## src/spec_pkg.sv

```systemverilog
// Shared constants and item types for the sphere pair collision core.
`timescale 1ns / 1ps
package spec_pkg;

  localparam int FRAC_BITS = 16;
  localparam int CW = 31;
  localparam int QBITS = 34;
  localparam int FIFO_DEPTH = 4;
  localparam int FIFO_AW = $clog2(FIFO_DEPTH);

  localparam logic [CW-1:0] CONTACT_RESET =
      CW'(((64'd21 << FRAC_BITS) + 64'd5) / 64'd10);

  // Item handed from the front part to the back part.
  typedef struct packed {
    logic [2:0][31:0]   va;
    logic [2:0][31:0]   vb;
    logic [2:0][CW-1:0] adp;
    logic [2:0]         dp_neg;
    logic               hit;
    logic [61:0]        d2;
    logic               dot_neg;
    logic [65:0]        dot_mag;
  } spec_item_t;

  // Side data that travels beside the dividers.
  typedef struct packed {
    logic             valid;
    logic [2:0][31:0] va;
    logic [2:0][31:0] vb;
    logic [2:0]       neg;
    logic             hit;
  } spec_meta_t;

  // Queue status seen by the top level.
  typedef struct packed {
    logic full;
    logic empty;
  } spec_fifo_stat_t;

endpackage

```

## src/spec_fifo.sv

```systemverilog
// Short queue between the front part and the back part.
`timescale 1ns / 1ps
module spec_fifo (
  input  logic                 clk,
  input  logic                 rst,
  input  logic                 push,
  input  spec_pkg::spec_item_t wdata,
  input  logic                 pop,
  output spec_pkg::spec_item_t rdata,
  output spec_pkg::spec_fifo_stat_t stat
);
  import spec_pkg::*;

  spec_item_t           mem [FIFO_DEPTH];
  logic [FIFO_AW-1:0]   wptr;
  logic [FIFO_AW-1:0]   rptr;
  logic [FIFO_AW:0]     count;
  logic                 do_push;
  logic                 do_pop;

  assign stat.full  = (count == (FIFO_AW+1)'(FIFO_DEPTH));
  assign stat.empty = (count == '0);
  assign do_push    = push && !stat.full;
  assign do_pop     = pop && !stat.empty;
  assign rdata      = mem[rptr];

  always_ff @(posedge clk) begin
    if (do_push) begin
      mem[wptr] <= wdata;
    end
  end

  always_ff @(posedge clk) begin
    if (rst) begin
      wptr  <= '0;
      rptr  <= '0;
      count <= '0;
    end else begin
      if (do_push) begin
        wptr <= wptr + 1'b1;
      end
      if (do_pop) begin
        rptr <= rptr + 1'b1;
      end
      count <= count + (FIFO_AW+1)'(do_push) - (FIFO_AW+1)'(do_pop);
    end
  end

endmodule

```

## config.mk

```make
export PLATFORM = sky130hd
export DESIGN_NAME = spec_fifo
export DESIGN_NICKNAME = d
export VERILOG_FILES = /design/src/spec_pkg.sv /design/src/spec_fifo.sv
export SDC_FILE = /design/constraint.sdc
export NUM_CORES = 1
export LEC_CHECK = 0
export BUFFER_PORTS_ARGS = -buffer_cell sky130_fd_sc_hd__buf_4
export CORE_MARGIN = 3
export CORE_UTILIZATION = 35
export DETAILED_ROUTE_END_ITERATION = 8
export HOLD_SLACK_MARGIN = 0.15
export PLACE_DENSITY_LB_ADDON = 0.15
export SETUP_SLACK_MARGIN = 0.15
export SYNTH_ARGS = -nofsm -noshare
export SYNTH_HDL_FRONTEND = slang
export SYNTH_SLANG_ARGS = --single-unit
```

## constraint.sdc

```tcl
create_clock -name clk -period 34.7 [get_ports clk]
set_input_delay 6.94 -clock clk [delete_from_list [all_inputs] [get_ports clk]]
set_output_delay 6.94 -clock clk [all_outputs]
set_load 0.1 [all_outputs]
```

# After elaboration in Yosys (flattened, before gate mapping)
# Memory sizes are Yosys's and may differ from the RTL's. A register that Yosys moved wholly into a read port is not among the register bits.
# Index checks and enable logic that the tools add are counted.
# totals
latchBits	0
input_bits	422
elab_cells	18
output_inout_bits	420
reg_bits	7
mem_bits_rw	1672
n_memories	1
rom_bits	0
# classes
magnitude_cmp	0
n_div	0
eq_ne	1
muxes	4
n_mul	0
n_reduce_logical	5
n_bitwise	0
add_sub_neg	4
shift	0
# mem_list
memory	depth	width	read_ports	rd_ports_with_merged_regs	write_ports	line_no	source
mem	4	418	1	1	1	spec_fifo.sv:14	spec_item_t mem [FIFO_DEPTH];
# ops
operator	n
2-bit by 1-bit adder with 2-bit output, second input constant	2
2-bit two-way mux	2
3-bit by 1-bit adder with 3-bit output	1
3-bit == test, second input constant	1
3-bit zero test	1
3-bit by 1-bit subtractor with 3-bit output	1
1-bit logical AND	2
1-bit zero test	2
1-bit two-way mux	2

# Longest topological paths before layout
# Gate-level depths: netlist of run 1.
# depth
depth_word	5
depth_mapped	10
ltp_nobuf	10

# Least setup slack after synthesis of run 1
# No wires, ideal clock.
# synth_timing
path_kind	input port to flip-flop
startpoint	input push
endpoint	memory mem[0][0] (netlist bit), enable pin
path_slack_ns	17.158
stages	3
required_ns	33.865
t_arrival_ns	16.707
path_buffers	0
setup_ns	0.835
cell_sequence	inv_1 -> nor2_1 -> and2_1
# synth_via
elab_chain_len	3
# synth_lines
item	line_no	source
from (decl)	spec_fifo.sv:6	input logic push,
1-bit logical AND	spec_fifo.sv:23	assign do_push = push && !stat.full;
1-bit two-way mux	spec_fifo.sv:28	if (do_push) begin
1-bit two-way mux (implied by the code)	spec_fifo.sv:29	mem[wptr] <= wdata;
to (decl)	spec_fifo.sv:14	
# Every way passes these cells.

==> qor.yml, run 1 <==
status:
  status: "finished clean"
worst_setup_path:
  rr_worst_depth: 7
  worst_ep_arrival_time_ps: 6980
  timing.rr.start: "count[1]"
  crit_family: "buffers and inverters"
  path_max_fanout: 50
  r2r_slack_ps: 29310
  timing.rr.end: "mem[2][327]"
  setup.worst_path.class: "reg -> out"
  cp_cell_sequence: "buf_4 -> buf_4 -> buf_4 -> buf_4 -> buf_4 -> mux4_2 -> buf_4"
  start_kind: "flop"
  path_depth: 7
  critical_path_buf_inv_count: 6
  max_stage_delay_ps: 1050
  end_kind: "primary output"
  cp_common_cell: "buf_4"
  required_ps: 27760
  slowest_stage: "dfxtp_4"
final_layout:
  final_util_pct: 43.79
  syn_to_final_growth_pct: 24.21
  nFillCells: 14740
  layout.cells.non_filler: 5682
  fin_nets: 3626
  drive_above_1_share_pct: 46.29
timing:
  fin_skew_ps: 23.24
  fin_setup_tns_ps: 0
  timing.final.crit_share_pct: 40.12
  drv_slew: 0
  hold_viol_final: 0
  post-route-min-period_ps: 13920
  fin_ws_ps: 20780
  setup_viol: 0
  rsz0062_at_grt: "no"
  worst_pin_slew_ps: 1235
  slew_headroom_pct: 17.66
  clock.fmax_ghz: 0.07184
synth:
  yosysWarningCount: 0
  synth.cell_area_mm2: 0.06062
  async_flop_share_pct: 0
  avgSynthCellArea_um2: 27.13
  synthCells: 2234
  synth_top_area_share_pct: 82.83
  synth_edf_count: 1672
  synth_most_common_cell: "edfxtp_1"
  yosys-top-cells-area: "edfxtp_1, mux4_2, buf_4"
  ys_ff_latch: 1681
  synthTopCellsByCount: "edfxtp_1, mux4_2, buf_4"
  synth-seq-area-share_pct: 83.13
  ys.flop_type: "edfxtp_1"
  ys_types: 25
  syn_nets: 2663
  yosysTopAreaCell: "edfxtp_1"
global_route:
  grt_pass1_wl_um: 211500
  grt-ovfl-total: 0
  grt_pass1_vias: 29680
  antenna_found_initial: 34
  grt.total_usage_pct: 16.29
  grt_max_degree: 133
worst_hold_path:
  hold_path.startpoint: "rptr[1]"
  hold-path-cell-count: 2
  hp-class: "reg -> reg"
route:
  drc: 0
  vias: 27490
  drtAntennaViolNets: 0
  dr.pass1.iters: 4
  drt-wirelength-per-cell_um: 25.73
  vias_per_cell: 4.839
  drtIter0Drc: 1624
  finalWirelength_um: 146200
die:
  io_pins: 842
  die_h_um: 422.2
  initial_core_util_pct: 35.26
  die_area_mm2: 0.1782
  rows: 152
  die_w_um: 422.2
  core-area_mm2: 0.1719
power:
  vdd_drop_max_v: 0.00008327
  power_density_mw_per_mm2: 94.50
  power.leakage_nw: 24.71
clock_network:
  cts-root-buf: "clkbuf_16"
  path_clk_slew_ps: 60
  clk_path_buf_depth: 3
  clkLatencyLatePin_ps: 800
  clock_sinks: 1681
  cts_setup_buffers: 0
  cts-buffers-inserted: 178
  cts_resized: 0
  cts_hold_buffers: 0
  h-tree-depth: 4
  cts_tree: "built"
placement:
  post-place-ws_ps: 21190
  dp_hpwl_um: 94040
  place_inst: 5327
  io_buffers: 841
  gp_congestion: 0.7646
flow_run:
  drv_cap: 0
[power by group]
part	total (mW)	switching [mW]	internal, mW
combinational	2.82	2.17	0.652
sequential	2.50	0.0547	2.44
clock	1.80	0.758	1.04
total	7.12	2.98	4.14
[metal layers]
layer / share of wire [%] / GRT usage, %
met3: 7.2 / 5.505
met5: 0.068 / 0
met4: 3.6 / 7.032
met1: 37 / 18.69
met2: 52 / 27.78
[final cells by class]
class / count / area (um2) / area share [%]
antenna: 28 / 70.07 / 0.09306
clock buffer: 212 / 4646 / 6.170
clock inverter: 115 / 934.6 / 1.241
inverter: 8 / 30.03 / 0.03988
multi-input combinational: 451 / 9677 / 12.85
sequential: 1681 / 50400 / 66.94
tap: 2310 / 2890 / 3.839
timing repair buffer: 877 / 6646 / 8.828
[registers in the layout (all words and copies together) (netlist names), named ones only]
| signal | count |
|---|---|
| count | 3 |
| mem | 1672 |
| rptr | 2 |
| wptr | 2 |
[worst reg2reg max path, cell delays in order (launching register included)]
cell and delay, ps:
dfxtp_1 420, nor3b_1 130, nor2_1 370, and2_4 740, buf_4 720, buf_4 870
buf_4 930, buf_4 810
[how the worst max path moves through the flow]
stage / from / to / slack, ps
CTS: flop / rdata[119] / 20300
floorplan: push / mem[0][0] / 17160
detailed placement: flop / rdata[119] / 21190
global route: flop / rdata[119] / 19910
finish: flop / rdata[119] / 20780
global placement: flop / rdata[249] / 21310
[logic make-up after synthesis]
| group | count (synthesis) | synth area share (%) |
|---|---|---|
| flip-flops | 1681 | 83.13 |
| multiplexers | 419 | 15.55 |
| buffers and inverters | 102 | 0.9247 |
| AND/OR/NAND/NOR | 17 | 0.1548 |
| adder cells (fa/ha/maj) | 7 | 0.1569 |
| AO/OA/AOI/OAI | 5 | 0.04542 |
| XOR/XNOR | 3 | 0.04336 |
[through the flow]
step                cell area [um2]  power, mW  hold slack (ps)
floorplan                     60620      4.825            459.1
CTS                           75220      7.220            485.1
global placement              69640      5.383            463.2
global route                  75260      7.362            534.4
finish                        75290      7.115            478.7
detailed placement            69640      5.400            475.5
[cell usage in the layout, fill, tap and decap left out, drive strengths merged]
| master | synthesis | final |
|---|---|---|
| inv | 8 | 13 |
| buf | 91 | 877 |
| nor2 | 4 | 4 |
| dfxtp | 9 | 9 |
| nand2 | 1 | 1 |
| ha | 6 | 6 |
| nor2b | 2 | 2 |
| mux4 | 418 | 418 |
| clkbuf | 3 | 212 |
| and2 | 4 | 4 |
| a21oi | 2 | 2 |
| o21ai | 2 | 2 |
| mux2i | 1 | 1 |
| clkinv | 0 | 92 |
| xnor2 | 2 | 2 |
| diode | 0 | 28 |
| nor3b | 1 | 1 |
| xor2 | 1 | 1 |
| or3 | 2 | 2 |
| edfxtp | 1672 | 1672 |
| fa | 1 | 1 |
| nand2b | 2 | 2 |
| bufinv | 0 | 12 |
| nor3 | 1 | 1 |
| o31ai | 1 | 1 |
| clkinvlp | 0 | 6 |
Power figures use the tool's default switching activity.
==> inputs of run 2 (changes only) <==
==> constraint.sdc (replaced) <==
create_clock -name clk -period 12.74 [get_ports clk]
set_input_delay 2.548 -clock clk [delete_from_list [all_inputs] [get_ports clk]]
set_output_delay 2.548 -clock clk [all_outputs]
set_load 0.1 [all_outputs]
==> qor.yml, run 2 (synthesis gave the netlist of run 1 again) <==
global_route:
  grt_max_degree: 135
  antenna_found_initial: 30
  grt_pass1_vias: 29930
  grt.total_usage_pct: 16.33
  grt-ovfl-total: 0
  grt_pass1_wl_um: 212600
final_layout:
  layout_common_cells: "edfxtp_1, buf_4, mux4_2"
  largest_reg_flops: 1672
  drive_above_1_share_pct: 46.06
  final_common_cell: "edfxtp_1"
  largest_registers: "mem x1672, count x3"
  nFillCells: 14730
  regMostFlops: "mem"
  fin_nets: 3619
  syn_to_final_growth_pct: 24.43
worst_setup_path:
  end_kind: "primary output"
  setup.worst_path.class: "reg -> out"
  timing.rr.start: "count[1]"
  max_stage_delay_ps: 830
  critical_path_buf_inv_count: 3
  worst_ep_arrival_time_ps: 4240
  slowest_stage: "dfxtp_4"
  required_ps: 10190
  start_kind: "flop"
  cp_cell_sequence: "buf_12 -> buf_12 -> mux4_2 -> buf_4"
  cp_common_cell: "buf_12"
  path_max_fanout: 102
  crit_family: "buffers and inverters"
route:
  dr.pass1.iters: 5
  vias_per_cell: 4.840
  vias: 27460
  drt-wirelength-per-cell_um: 25.80
  drc: 0
  drtIter0Drc: 1648
  finalWirelength_um: 146400
  drtAntennaViolNets: 0
timing:
  drv_slew: 0
  fin_skew_ps: 22.77
  hold_viol_final: 0
  slew_headroom_pct: 27.16
  rsz0062_at_grt: "no"
  timing.final.crit_share_pct: 53.28
  setup_viol: 0
  hold_slack_ps: 490.7
  worst_pin_slew_ps: 1093
  post-route-min-period_ps: 6788
  clock.fmax_ghz: 0.1473
die:
  die_h_um: 422.2
  initial_core_util_pct: 35.26
  die_w_um: 422.2
  io_pins: 842
  core-area_mm2: 0.1719
  rows: 152
  die_area_mm2: 0.1782
clock_network:
  cts_tree: "built"
  clock_sinks: 1681
  cts-buffers-inserted: 178
  clkLatencyLatePin_ps: 790
  h-tree-depth: 4
  cts_resized: 0
  cts_setup_buffers: 0
  path_clk_slew_ps: 60
  cts-root-buf: "clkbuf_16"
  clk_path_buf_depth: 3
  cts_hold_buffers: 0
worst_hold_path:
  hp-class: "reg -> reg"
  hold_path.startpoint: "rptr[1]"
power:
  power.leakage_nw: 24.74
  vdd_drop_max_v: 0.0001775
  p_total_mw: 19.47
  power_density_mw_per_mm2: 258.1
placement:
  gp_congestion: 0.7851
  dp_hpwl_um: 93510
  io_buffers: 841
status:
  status: "finished clean"
flow_run:
  drv_cap: 0
## run 2: cell count changes in the layout (fill, tap and decap cells not counted), moves of 2 or more
cell,delta
buf_4,-14
diode_2,-3
inv_16,+3
buf_12,+7
clkbuf_16,+3
clkbuf_1,+2
clkinv_2,-5
inv_6,-2
clkinv_8,-4
clkinv_1,+3
bufinv_16,+2
## run 2: tightest hold or removal path: cells and delay by family, from the launching register on
family             cells  cell delay [ps]
AOI/OAI and AO/OA      2              140
DFF                    1              310
## run 2: cell type report
class | instances | area [um2] | area share [%]
Inverter | 8 | 30.03 | 0.03981
Antenna cell | 25 | 62.56 | 0.08294
Tap cell | 2310 | 2890 | 3.832
Clock inverter | 112 | 960.9 | 1.274
Clock buffer | 217 | 4728 | 6.269
Sequential cell | 1681 | 50400 | 66.81
Multi-Input combinational cell | 451 | 9677 | 12.83
Timing Repair Buffer | 870 | 6681 | 8.858
## run 2: per-stage QoR
stage	utilization (%)	setup TNS [ps]	instances	worst slack, ps	area [um2]
global route	43.86	0	5665	5499	75400
CTS	43.84	0	5649	5705	75360
finish	43.87	0	5674	5952	75430
detailed placement	40.53	0	5320	6597	69670
global placement	40.53	0	5320	6634	69670
floorplan	-	-171100	2234	-409.3	60620
## run 2: where the power goes
part / internal [mW] / total [mW] / switching, mW
Combinational: 1.78 / 7.69 / 5.91
Clock: 2.92 / 4.99 / 2.07
Sequential: 6.65 / 6.79 / 0.139
Total: 11.4 / 19.5 / 8.12
## run 2: path summary, 6_finish.rpt
| check | endpoint | slack, ps | depth (start not counted) |
|---|---|---|---|
| min | flop | 490 | 2 |
| max | rdata[55] | 5950 | 4 |
| min reg2reg | flop | 490 | 2 |
| max reg2reg | mem[1][292] | 8800 | 5 |
## run 2: routing by layer
| layer | wire length [um] | up-vias | global-route usage, % |
|---|---|---|---|
| li1 | - | 11740 | - |
| met1 | 54330 | 14750 | 18.95 |
| met2 | 76880 | 726 | 27.88 |
| met3 | 10090 | 232 | 5.375 |
| met4 | 5001 | 12 | 6.703 |
| met5 | 80 | - | 0 |
